<file path="config.mk">
export PLATFORM = sky130hd
export DESIGN_NAME = custom_alphabet_sort_check_top_flat
export DESIGN_NICKNAME = d
export VERILOG_FILES = /design/src/rtl/csort_pkg.sv /design/src/rtl/csort_if.sv /design/src/rtl/csort_front.sv /design/src/rtl/csort_queue.sv /design/src/rtl/csort_back.sv /design/src/rtl/custom_alphabet_sort_check_top.sv /design/src/flat_wrapper.sv
export SDC_FILE = /design/constraint.sdc
export NUM_CORES = 1
export LEC_CHECK = 0
export ABC_AREA = 1
export BUFFER_PORTS_ARGS = -buffer_cell sky130_fd_sc_hd__clkbuf_2
export CORE_MARGIN = 2
export CORE_UTILIZATION = 56
export DETAILED_ROUTE_END_ITERATION = 10
export PLACE_DENSITY_LB_ADDON = 0.1
export SYNTH_ARGS = -nofsm -noshare
export SYNTH_HDL_FRONTEND = slang
export SYNTH_SLANG_ARGS = --single-unit
</file>
<file path="constraint.sdc">
create_clock -name clk -period 3.12 [get_ports clk]
set_input_delay 0.312 -clock clk [delete_from_list [all_inputs] [get_ports clk]]
set_output_delay 0.312 -clock clk [all_outputs]
set_load 0.02 [all_outputs]
</file>
<file path="src/rtl/csort_pkg.sv">
`timescale 1ns / 1ps
package csort_pkg;

  localparam int MAX_WORD_LEN  = 32;
  localparam int ALPHABET_SIZE = 26;

  localparam int CODE_W  = 5;
  localparam int RANK_W  = 5;
  localparam int ADDR_W  = (MAX_WORD_LEN > 1) ? $clog2(MAX_WORD_LEN) : 1;
  localparam int POS_W   = $clog2(MAX_WORD_LEN + 1);

  localparam int TABLE_LOW_W  = 60;
  localparam int TABLE_MID_W  = 60;
  localparam int TABLE_HIGH_W = 10;
  localparam int TABLE_BITS   = TABLE_LOW_W + TABLE_MID_W + TABLE_HIGH_W;
  localparam int CFG_DATA_W   = 60;
  localparam int CFG_IDX_W    = 2;

  localparam logic [RANK_W-1:0] RANK_OUTSIDE = '1;

  localparam int QUEUE_DEPTH = 4;
  localparam int Q_PTR_W     = $clog2(QUEUE_DEPTH);
  localparam int Q_CNT_W     = $clog2(QUEUE_DEPTH + 1);

  typedef enum logic [CFG_IDX_W-1:0] {
    REG_RANK_LOW,
    REG_RANK_MIDDLE,
    REG_RANK_HIGH
  } cfg_reg_t;

  typedef enum logic [1:0] {
    DEC_UNDECIDED,
    DEC_PRECEDES,
    DEC_FOLLOWS
  } decision_t;

  typedef struct packed {
    logic [TABLE_LOW_W-1:0]  low;
    logic [TABLE_MID_W-1:0]  middle;
    logic [TABLE_HIGH_W-1:0] high;
  } rank_table_t;

  // one letter as handed from the front to the back
  typedef struct packed {
    logic [CODE_W-1:0] cur_code;
    logic [CODE_W-1:0] prev_code;
    logic              compare;
    logic              word_end;
    logic              list_end;
    logic              len_ge;
    logic              too_long;
  } word_item_t;

  typedef struct packed {
    logic full;
    logic almost_full;
    logic empty;
  } queue_status_t;

  function automatic logic [RANK_W-1:0] rank_of(input logic [CODE_W-1:0] code,
                                               input rank_table_t tbl);
    logic [TABLE_BITS-1:0] flat;
    logic [7:0]            base;
    flat = {tbl.high, tbl.middle, tbl.low};
    base = 8'(code) * 8'(RANK_W);
    if (code >= CODE_W'(ALPHABET_SIZE)) begin
      return RANK_OUTSIDE;
    end
    return flat[base +: RANK_W];
  endfunction

endpackage

</file>
<file path="src/rtl/csort_if.sv">
`timescale 1ns / 1ps
interface csort_in_if;
  logic                             valid;
  logic                             ready;
  logic [csort_pkg::CODE_W-1:0]     letter;
  logic                             word_end;
  logic                             list_end;

  modport source (output valid, letter, word_end, list_end, input ready);
  modport sink (input valid, letter, word_end, list_end, output ready);
endinterface

interface csort_out_if;
  logic valid;
  logic ready;
  logic pair_in_order;
  logic list_in_order;
  logic word_too_long;
  logic list_done;

  modport source (output valid, pair_in_order, list_in_order, word_too_long, list_done,
                  input ready);
  modport sink (input valid, pair_in_order, list_in_order, word_too_long, list_done,
                output ready);
endinterface

</file>
<file path="src/rtl/csort_front.sv">
`timescale 1ns / 1ps
module csort_front (
  input  logic                      clk,
  input  logic                      rst,
  csort_in_if.sink                  letters,
  input  csort_pkg::queue_status_t  q_status,
  output logic                      push,
  output csort_pkg::word_item_t     push_item
);
  import csort_pkg::*;

  logic [CODE_W-1:0] prev_buf [MAX_WORD_LEN];
  logic [CODE_W-1:0] rd_data;

  logic [POS_W-1:0] letter_position;
  logic [POS_W-1:0] previous_length;
  logic             overflow_seen;

  logic             s1_valid;
  word_item_t       s1_item;

  logic             accept;
  logic             pos_in_buf;
  logic [POS_W-1:0] cur_len;
  logic [ADDR_W-1:0] addr;

  // leave room for the letter already in the stage register
  assign letters.ready = !q_status.full && !(s1_valid && q_status.almost_full);
  assign accept        = letters.valid && letters.ready;

  assign pos_in_buf = letter_position < POS_W'(MAX_WORD_LEN);
  assign cur_len    = pos_in_buf ? letter_position + POS_W'(1) : letter_position;
  assign addr       = letter_position[ADDR_W-1:0];

  // old letter is read out as the new one goes in
  always_ff @(posedge clk) begin
    if (accept) begin
      rd_data <= prev_buf[addr];
      if (pos_in_buf) begin
        prev_buf[addr] <= letters.letter;
      end
    end
  end

  always_ff @(posedge clk) begin
    if (rst) begin
      letter_position <= '0;
      previous_length <= '0;
      overflow_seen   <= 1'b0;
      s1_valid        <= 1'b0;
    end else begin
      s1_valid <= accept;
      if (accept) begin
        if (letters.word_end) begin
          letter_position <= '0;
          overflow_seen   <= 1'b0;
          previous_length <= letters.list_end ? '0 : cur_len;
        end else begin
          letter_position <= cur_len;
          overflow_seen   <= overflow_seen || !pos_in_buf;
        end
      end
    end
  end

  always_ff @(posedge clk) begin
    if (accept) begin
      s1_item.cur_code  <= letters.letter;
      s1_item.prev_code <= '0;
      s1_item.compare   <= pos_in_buf && (letter_position < previous_length);
      s1_item.word_end  <= letters.word_end;
      s1_item.list_end  <= letters.list_end;
      s1_item.len_ge    <= cur_len >= previous_length;
      s1_item.too_long  <= overflow_seen || !pos_in_buf;
    end
  end

  always_comb begin
    push_item           = s1_item;
    push_item.prev_code = rd_data;
  end

  assign push = s1_valid;

endmodule

</file>
<file path="src/rtl/csort_queue.sv">
`timescale 1ns / 1ps
module csort_queue (
  input  logic                      clk,
  input  logic                      rst,
  input  logic                      push,
  input  csort_pkg::word_item_t     push_item,
  input  logic                      pop,
  output csort_pkg::word_item_t     pop_item,
  output csort_pkg::queue_status_t  status
);
  import csort_pkg::*;

  word_item_t         slots [QUEUE_DEPTH];
  logic [Q_PTR_W-1:0] wr_ptr;
  logic [Q_PTR_W-1:0] rd_ptr;
  logic [Q_CNT_W-1:0] count;

  assign pop_item           = slots[rd_ptr];
  assign status.full        = count == Q_CNT_W'(QUEUE_DEPTH);
  assign status.almost_full = count >= Q_CNT_W'(QUEUE_DEPTH - 1);
  assign status.empty       = count == '0;

  always_ff @(posedge clk) begin
    if (push) begin
      slots[wr_ptr] <= push_item;
    end
  end

  always_ff @(posedge clk) begin
    if (rst) begin
      wr_ptr <= '0;
      rd_ptr <= '0;
      count  <= '0;
    end else begin
      if (push) begin
        wr_ptr <= wr_ptr + Q_PTR_W'(1);
      end
      if (pop) begin
        rd_ptr <= rd_ptr + Q_PTR_W'(1);
      end
      unique case ({push, pop})
        2'b10:   count <= count + Q_CNT_W'(1);
        2'b01:   count <= count - Q_CNT_W'(1);
        default: count <= count;
      endcase
    end
  end

endmodule

</file>
<file path="src/rtl/csort_back.sv">
`timescale 1ns / 1ps
module csort_back (
  input  logic                      clk,
  input  logic                      rst,
  input  csort_pkg::rank_table_t    ranks,
  input  csort_pkg::queue_status_t  q_status,
  input  csort_pkg::word_item_t     item,
  output logic                      pop,
  csort_out_if.source               results
);
  import csort_pkg::*;

  decision_t         decision;
  decision_t         decision_next;
  logic              all_ordered;
  logic [RANK_W-1:0] rank_cur;
  logic [RANK_W-1:0] rank_prev;
  logic              pair_ok;
  logic              list_ok;

  logic              out_valid;
  logic              out_pair;
  logic              out_list;
  logic              out_long;
  logic              out_done;

  assign pop = !q_status.empty && (!out_valid || results.ready);

  assign rank_cur  = rank_of(item.cur_code, ranks);
  assign rank_prev = rank_of(item.prev_code, ranks);

  always_comb begin
    decision_next = decision;
    if (item.compare && decision == DEC_UNDECIDED) begin
      if (rank_cur < rank_prev) begin
        decision_next = DEC_PRECEDES;
      end else if (rank_cur > rank_prev) begin
        decision_next = DEC_FOLLOWS;
      end
    end
    // a list's first word sees a zero previous length, so it passes
    unique case (decision_next)
      DEC_PRECEDES: pair_ok = 1'b0;
      DEC_FOLLOWS:  pair_ok = 1'b1;
      default:      pair_ok = item.len_ge;
    endcase
    list_ok = all_ordered && pair_ok;
  end

  always_ff @(posedge clk) begin
    if (rst) begin
      decision    <= DEC_UNDECIDED;
      all_ordered <= 1'b1;
      out_valid   <= 1'b0;
    end else begin
      if (pop) begin
        if (item.word_end) begin
          decision    <= DEC_UNDECIDED;
          all_ordered <= item.list_end ? 1'b1 : list_ok;
          out_valid   <= 1'b1;
        end else begin
          decision <= decision_next;
          if (results.ready) begin
            out_valid <= 1'b0;
          end
        end
      end else if (results.ready) begin
        out_valid <= 1'b0;
      end
    end
  end

  always_ff @(posedge clk) begin
    if (pop && item.word_end) begin
      out_pair <= pair_ok;
      out_list <= list_ok;
      out_long <= item.too_long;
      out_done <= item.list_end;
    end
  end

  assign results.valid         = out_valid;
  assign results.pair_in_order = out_pair;
  assign results.list_in_order = out_list;
  assign results.word_too_long = out_long;
  assign results.list_done     = out_done;

endmodule

</file>
<file path="src/rtl/custom_alphabet_sort_check_top.sv">
`timescale 1ns / 1ps
// Checks that a list of words is in order under a programmable letter ranking.
// letters: one letter code a word per accepted transfer, with word_end on the last
//   letter of each word and list_end (read only with word_end) on the list's last word.
// results: one word per finished word: pair_in_order, list_in_order, word_too_long
//   and list_done, in input order.
// Configuration: cfg_we writes cfg_data to register cfg_index (0 low, 1 middle,
//   2 high rank table); write only while no word is in flight.
// A word_end letter passes the stage register and queue into the result register.
// Throughput: unless stalled, one letter per cycle; the previous-word buffer does
//   one read and at most one write per letter; the back end ranks one letter per cycle.
// Words longer than 32 letters are compared on their first 32 and flagged.
// Reset clears the position, length, order and queue state and drops any pending
//   result; the rank tables return to zero. The buffer needs no clearing.
// When results is stalled, the result holds, the four-entry queue fills and then
//   letters.ready drops; letters keep flowing while a result waits.
module custom_alphabet_sort_check_top (
  input  logic                                clk,
  input  logic                                rst,
  input  logic                                cfg_we,
  input  logic [csort_pkg::CFG_IDX_W-1:0]     cfg_index,
  input  logic [csort_pkg::CFG_DATA_W-1:0]    cfg_data,
  csort_in_if.sink                            letters,
  csort_out_if.source                         results
);
  import csort_pkg::*;

  rank_table_t   ranks;
  queue_status_t q_status;
  word_item_t    push_item;
  word_item_t    pop_item;
  logic          push;
  logic          pop;

  always_ff @(posedge clk) begin
    if (rst) begin
      ranks <= '0;
    end else if (cfg_we) begin
      unique case (cfg_reg_t'(cfg_index))
        REG_RANK_LOW:    ranks.low    <= cfg_data[TABLE_LOW_W-1:0];
        REG_RANK_MIDDLE: ranks.middle <= cfg_data[TABLE_MID_W-1:0];
        REG_RANK_HIGH:   ranks.high   <= cfg_data[TABLE_HIGH_W-1:0];
        default:         ranks        <= ranks;
      endcase
    end
  end

  csort_front u_front (
    .clk       (clk),
    .rst       (rst),
    .letters   (letters),
    .q_status  (q_status),
    .push      (push),
    .push_item (push_item)
  );

  csort_queue u_queue (
    .clk       (clk),
    .rst       (rst),
    .push      (push),
    .push_item (push_item),
    .pop       (pop),
    .pop_item  (pop_item),
    .status    (q_status)
  );

  csort_back u_back (
    .clk      (clk),
    .rst      (rst),
    .ranks    (ranks),
    .q_status (q_status),
    .item     (pop_item),
    .pop      (pop),
    .results  (results)
  );

endmodule

</file>
<file path="src/flat_wrapper.sv">
// flat-port wrapper written by rule: the top's interface ports become plain ports
module custom_alphabet_sort_check_top_flat import csort_pkg::*;
  (clk, rst, cfg_we, cfg_index, cfg_data, letters_valid, letters_letter, letters_word_end, letters_list_end, letters_ready, results_valid, results_pair_in_order, results_list_in_order, results_word_too_long, results_list_done, results_ready);
  csort_in_if letters_i ();
  csort_out_if results_i ();
  input  logic clk;
  input  logic rst;
  input  logic cfg_we;
  input  logic [csort_pkg::CFG_IDX_W-1:0] cfg_index;
  input  logic [csort_pkg::CFG_DATA_W-1:0] cfg_data;
  input wire logic [$bits(letters_i.valid)-1:0] letters_valid;
  input wire logic [$bits(letters_i.letter)-1:0] letters_letter;
  input wire logic [$bits(letters_i.word_end)-1:0] letters_word_end;
  input wire logic [$bits(letters_i.list_end)-1:0] letters_list_end;
  output wire logic [$bits(letters_i.ready)-1:0] letters_ready;
  output wire logic [$bits(results_i.valid)-1:0] results_valid;
  output wire logic [$bits(results_i.pair_in_order)-1:0] results_pair_in_order;
  output wire logic [$bits(results_i.list_in_order)-1:0] results_list_in_order;
  output wire logic [$bits(results_i.word_too_long)-1:0] results_word_too_long;
  output wire logic [$bits(results_i.list_done)-1:0] results_list_done;
  input wire logic [$bits(results_i.ready)-1:0] results_ready;
  assign letters_i.valid = letters_valid;
  assign letters_i.letter = letters_letter;
  assign letters_i.word_end = letters_word_end;
  assign letters_i.list_end = letters_list_end;
  assign letters_ready = letters_i.ready;
  assign results_valid = results_i.valid;
  assign results_pair_in_order = results_i.pair_in_order;
  assign results_list_in_order = results_i.list_in_order;
  assign results_word_too_long = results_i.word_too_long;
  assign results_list_done = results_i.list_done;
  assign results_i.ready = results_ready;
  custom_alphabet_sort_check_top u_core (.clk(clk), .rst(rst), .cfg_we(cfg_we), .cfg_index(cfg_index), .cfg_data(cfg_data), .letters(letters_i), .results(results_i));
endmodule
</file>
Word level (Yosys, flattened, before mapping) --
Memory sizes are Yosys's and may differ from the RTL's. A register that Yosys moved wholly into a read port is not among the register bits. Cells that the tools add are included.
Storage, ports and cells: input bits 74, memories kept 2, logic and storage cells 100, output and inout port bits 6, register bits 169, memory bits (writable) 220
Memories:
- u_core.u_front.prev_buf | depth 32, width 5, rd ports 1, clocked after Yosys merged registers in 1, wr ports 1, RTL line csort_front.sv:12 | logic [CODE_W-1:0] prev_buf [MAX_WORD_LEN];
- u_core.u_queue.slots | depth 4, width 15, rd ports 1, clocked after Yosys merged registers in 1, wr ports 1, RTL line csort_queue.sv:13 | word_item_t slots [QUEUE_DEPTH];
Cells by class: reduce and logical (&&, ||, !) cells 24, add/sub/neg operators 5, multiply operators 2, shift operators 2, eq/ne operators 7, $lt $le $gt $ge 8, multiplexer cells 27
Operator list (count):
- 130-bit by 9-bit variable part select with 5-bit output | 2
- 5-bit 2-to-1 mux | 4
- 6-bit 2-to-1 mux | 3
- 5-bit by 3-bit multiplier with 8-bit output (second input constant) | 2
- 1-bit 2-to-1 mux | 12
- 2-bit 2-to-1 mux | 6
- 5-bit greater-or-equal comparator (second input constant) | 2
- 2-bit AND reduction | 5
- 1-bit logical AND | 8
- 6-bit by 1-bit adder with 6-bit output (second input constant) | 1
- 2-bit by 1-bit == test with 1-bit output (second input constant) | 3
- 2-bit == test (second input constant) | 3
- 6-bit greater-or-equal comparator | 1
- 6-bit less-than comparator | 1
- 6-bit less-than comparator (second input constant) | 1
- 3-bit one-hot mux with 2 select lines | 1
- 5-bit greater-than comparator | 1
- 1-bit zero test | 5
- 5-bit less-than comparator | 1
- 2-bit by 1-bit adder with 2-bit output (second input constant) | 2
- 2-bit zero test | 2
- 3-bit by 1-bit adder with 3-bit output (second input constant) | 1
- 3-bit == test (second input constant) | 1
- 3-bit by 2-bit greater-or-equal comparator with 1-bit output (second input constant) | 1
- other kinds (5) | 6

Longest topological paths before layout --
depth after elaboration 11, gate-level depth with buffers 28, gate-level depth less buffers 26

By module --
Synthesis repeated with hierarchy kept, for this count alone.
Unflattened totals: cell total of the unflattened synthesis 2610, area, all modules 20195.6 um2
By module, submodules not included:
- csort_front | seq. area each 5535.3 um2, cells an instance 892, times used 1, area an instance 8567.0 um2
- custom_alphabet_sort_check_top | seq. area each 2602.5 um2, cells an instance 841, times used 1, area an instance 5465.2 um2
- csort_back | seq. area each 200.2 um2, cells an instance 673, times used 1, area an instance 3368.2 um2
- csort_queue | seq. area each 1981.9 um2, cells an instance 204, times used 1, area an instance 2795.2 um2

Least setup slack after synthesis --
OpenSTA, ideal clock, no wires.
path kind register to register, from register with a tool-made name, to register u_core.u_back.all_ordered, buffers on the path 3, setup slack 0.181 ns, data required time 2.980 ns, library setup time 0.140 ns, cell stages (with the launch flop) 26, period minus slack after synthesis 2.939 ns, arrival time 2.798 ns, cells stage by stage dfxtp_1 -> inv_2 -> buf_6 -> buf_6 -> nand2_2 -> nand3_2 -> nand2_4 -> inv_2 -> buf_4 -> nand3_1 -> nand3_1 -> nand3_1 -> nand2_1 -> ha_1 -> nand2_1 -> nor2_1 -> nand2_1 -> o211ai_1 -> nor2_1 -> nor2_1 -> ha_1 -> nand2_1 -> o21a_1 -> inv_1 -> nand2_1 -> o2111ai_1
RTL lines:
- end signal: assignment | RTL line csort_back.sv:59 | all_ordered <= item.list_end ? 1'b1 : list_ok;
- end: declaration | RTL line csort_back.sv:15 | logic all_ordered;

==> summary.md <==
| Metric | Value |
|---|---|
| Result of the run | finished with violations |
| Violations in the final reports | setup timing |
| Final cell count without fillers | 2,605 |
| Total of max-cap violations | 0 |
| Area used by sequential logic in the layout | a little over 10,000 sq um |
| Final hold violation count | 0 |
| Placed instance count | 2,503 |
| DRC Markers | 0 |
| Sw Pwr | around 7.6 mW |
| Total nets after synthesis | approximately 2,100 |
| Number of warnings printed during yosys synthesis | 0 |
| Die boundary height | 184.4 microns |
| Setup clock skew after layout | 17.65 ps |
| Total gr overflow | 0 |
| Proportion of power drawn by combinational gates | roughly 45% |
| Number of sinks driven by the clock tree | around 400 |
| Setup TNS Final | -822.7 ps |
| Unrepaired setup endpoints after global routing | true |
| Endpoint class of the critical path | flip-flop |
| Power per standard cell area | roughly 940 nW/um^2 |
| Number of enable flip-flop cells after synthesis | 239 |
| # nets final | 2,234 |
| Worst Max-Slew Pin Slew | roughly 780 ps |
| Clock tree root driver cell | sky130_fd_sc_hd__clkbuf_16 |
| Top flip-flop cell by instance count after synthesis | sky130_fd_sc_hd__edfxtp_1 |
| Proportion of power drawn by the clock network | around 25% |
| Final setup vio count | 3 |
| Detailed placement HPWL | roughly 33 mm |
| Critical-path cell with the highest stage delay | sky130_fd_sc_hd__dfxtp_4 |
| Count leader, synth | sky130_fd_sc_hd__nand2_1 |
| DR iter-0 viols | about 1,700 |
| Clock tree from TritonCTS | done |
| Area growth, synth to finish | 18.48% |
| CTS buffer count | 41 |
| Clock period minus worst slack | 3426 ps |
| Hold WC Path Type | primary input to flip-flop |
| Clock transition at path regs | ~60 ps |
| Layout cell share with drive strength beyond 1 | between 10% and 20% |
| Post-route clock period utilization | 109.8% |
| Part of the total power dissipated in sequential elements | between 20% and 30% |
| ANT nets after route | 0 |
| Maximum number of pins on one net before global-route repair | between 70 and 80 |
| Max-slew violation count | 0 |
| Total power | 20.24 mW |
| WS Path Type | flip-flop to flip-flop |
| Highest ir drop seen on vdd | 0.5081 mV |
| Cell Int Power | 12.63 mW |
| Gpl congestion | roughly 0.95 |
| Vias in the first global route | 13,740 |
| Total of flip-flops plus latches after synthesis | 396 |
| Top cells by instance count after synthesis | sky130_fd_sc_hd__nand2_1, sky130_fd_sc_hd__o21ai_0, sky130_fd_sc_hd__nand3_1, sky130_fd_sc_hd__edfxtp_1, sky130_fd_sc_hd__nor2_1 |
| Via count | 14,790 |
| Post-synth top area share | 39.39% |
| Number of buffers added on ports | a little under 80 |
| Die Area | 33,990 sq um |
| Post-synthesis cell area | 18,220 sq um |
| Startpoint class of the critical path | flip-flop |
| Pre-CTS setup slack | -362.3 ps |
| Hold Startpoint | cfg_data[26] |
| Normalized max-slew margin | 47.93% |
| Switching Share | 37.59% |
| Endpoint arrival time on the critical path | 3840 ps |
| Share of the core filled with cells in the final layout | 66.85% |
| Number of antenna repair diodes | 0 |
| Detailed Route WL | 50.52 mm |
| Ratio of routed vias to standard cells | ~5.7 |
| Initial antenna violation count | 0 |
| Crit path largest cell delay | 380 ps |
| Std cell rows | 66 |
| Area contributors post-synth | sky130_fd_sc_hd__edfxtp_1, sky130_fd_sc_hd__dfxtp_1, sky130_fd_sc_hd__o21ai_0 |
| Most area-hungry cell type in the Yosys netlist | sky130_fd_sc_hd__edfxtp_1 |
| Source-to-sink clock delay at the later pin of the worst-skew pair | roughly 560 ps |
| Multi-input gate area | 6862 sq um |
| Total number of H-tree levels | 2 |
| Placeable core region | 32,290 sq um |
| Number of filler instances in the final layout | ~2,700 |
| Leakage dissipation | roughly 8.4 nW |
| DIE WIDTH | between 150 and 200 microns |
| Critical Path Most Common Cell | sky130_fd_sc_hd__nand2_1 |
| First-pass GRT wire length | 76.98 mm |
| Gate Count Post-Synth | slightly above 2,000 |
| Number of different library cells in the post-synthesis netlist | 41 |
| Ports | 80 |
| First-pass iteration count of the detailed router | 6 |
| Number of buffers between clock root and the deepest sink | 3 |
| GR Util All Layers | between 20% and 30% |
| Setup slack of the critical path after layout | -306.1 ps |
| Critical path required time | 3530 ps |
| Top fanout value on the critical path | 8 |
| Routed wirelength normalized by instance count | 19.40 microns |
| Peak clock frequency supported by timing | 291.9 MHz |
| Initial cell density of the core | ~56% |
| Async SR Flop Fraction | 0% |
| Sequential element share of the synthesized area | 56.64% |
| Synth Area per Inst | ~9.0 sq um |
[what timing repair did]
item                                    in CTS  in global routing
buffers inserted                            12                  2
pin swaps                                   12                 33
hold buffers                                 3                  0
gates cloned                                 5                  9
gates resized for setup                     39                 67
endpoints found under the setup margin       3                  4
endpoints found under the hold margin        3                  0
[cell families (layout without fill, tap and decap cells)]
family / count (synthesis) / count (layout) / synth area share (%)
AND/OR/NAND/NOR: 780 / 781 / 18.91
AO/OA/AOI/OAI: 507 / 507 / 14.82
flip-flops: 396 / 396 / 56.64
buffers and inverters: 312 / 449 / 7.582
adder cells (fa/ha/maj): 27 / 27 / 1.895
XOR/XNOR: 3 / 3 / 0.1442
[path summary, 6_finish.rpt]
path / slack, ps / endpoint / cells after the start
worst max-delay path: -310 / u_core.u_back.all_ordered$_SDFFE_PP1P_ / 25
worst min-delay path: 20 / u_core.ranks[36]$_SDFFE_PP0P_ / 3
worst max register to register: -310 / u_core.u_back.all_ordered$_SDFFE_PP1P_ / 25
worst min register to register: 450 / u_core.u_front.overflow_seen$_SDFFE_PP0P_ / 2
[area by class of cell]
| type | count | share of cell area (%) |
|---|---|---|
| flip-flops and latches | 396 | 47.84 |
| multi-input cells | 1318 | 31.79 |
| repair buffers | 187 | 7.848 |
| clock buffers | 62 | 5.773 |
| inverters | 188 | 3.391 |
| well taps | 442 | 2.562 |
| clock inverters | 11 | 0.7651 |
| repair inverters | 1 | 0.03478 |
[placed cells by master (no fill, tap or decap), types with 4 or more instances in the layout]
cell	synthesis	layout
sky130_fd_sc_hd__a21oi_1	167	165
sky130_fd_sc_hd__buf_12	1	19
sky130_fd_sc_hd__buf_4	19	63
sky130_fd_sc_hd__buf_6	11	10
sky130_fd_sc_hd__clkbuf_1	60	8
sky130_fd_sc_hd__clkbuf_16	0	49
sky130_fd_sc_hd__clkbuf_2	0	79
sky130_fd_sc_hd__clkbuf_8	0	12
sky130_fd_sc_hd__dfxtp_1	157	154
sky130_fd_sc_hd__edfxtp_1	239	239
sky130_fd_sc_hd__ha_1	26	22
sky130_fd_sc_hd__ha_4	0	4
sky130_fd_sc_hd__inv_1	178	171
sky130_fd_sc_hd__inv_2	9	10
sky130_fd_sc_hd__inv_4	1	4
sky130_fd_sc_hd__nand2_1	283	269
sky130_fd_sc_hd__nand2_2	8	16
sky130_fd_sc_hd__nand2_4	5	9
sky130_fd_sc_hd__nand3_1	249	221
sky130_fd_sc_hd__nand3_2	3	29
sky130_fd_sc_hd__nand3_4	4	6
sky130_fd_sc_hd__nand3b_1	7	7
sky130_fd_sc_hd__nand4_1	10	10
sky130_fd_sc_hd__nor2_1	200	194
sky130_fd_sc_hd__nor2_2	2	8
sky130_fd_sc_hd__o211ai_1	9	9
sky130_fd_sc_hd__o21ai_0	268	262
sky130_fd_sc_hd__o21ai_1	5	11
sky130_fd_sc_hd__o22ai_1	42	42
sky130_fd_sc_hd__or2_1	5	5
[registers in the layout (all words and copies together), names as in the netlist, named ones only]
name / flops
u_core.u_queue.wr_ptr: 2
u_core.u_back.results.word_too_long: 1
u_core.u_front.rd_data: 5
u_core.u_back.results.list_in_order: 1
u_core.u_front.previous_length: 6
u_core.u_queue.slots: 60
u_core.u_back.results.valid: 1
u_core.u_queue.count: 3
u_core.u_back.results.pair_in_order: 1
u_core.u_back.decision: 2
u_core.u_front.letter_position: 6
u_core.u_front.push_item: 10
u_core.u_front.push: 1
u_core.u_queue.rd_ptr: 2
u_core.u_back.results.list_done: 1
u_core.u_front.prev_buf: 160
u_core.ranks: 130
u_core.u_back.all_ordered: 1
u_core.u_front.overflow_seen: 1
[metrics by stage]
step	hold WS [ps]	cell area [sq um]
after floorplan	410.9	18220
after global placement	440.6	19310
after detailed placement	445.9	19310
after CTS	5.214	21120
after global routing	21.81	21590
final	21.92	21590
[worst max-delay path, delay by kind of cell, from the launching register on]
kind	cells	cell delay, ps
flip-flops	1	380
AO/OA/AOI/OAI	3	400
AND/OR/NAND/NOR	16	1550
buffers and inverters	4	430
adder cells (fa/ha/maj)	2	500
[routing by layer]
layer,up-vias,GRT usage [%],wire [microns]
li1,7178,-,-
met1,6880,38.03,20770
met2,585,50.26,24700
met3,144,3.952,3101
met4,0,10.53,1956
met5,-,0,0
[power groups by stage]
| stage | combinational [mW] | sequential [mW] | clock, mW |
|---|---|---|---|
| after floorplan | 4.77 | 6.14 | 0 |
| after global placement | 7.27 | 6.14 | 0 |
| after detailed placement | 7.28 | 6.15 | 0 |
| after CTS | 8.00 | 6.05 | 5.09 |
| after global routing | 9.92 | 6.08 | 5.31 |
| final | 9.16 | 6.06 | 5.02 |
Note: power is estimated with default switching activity, not from simulation.
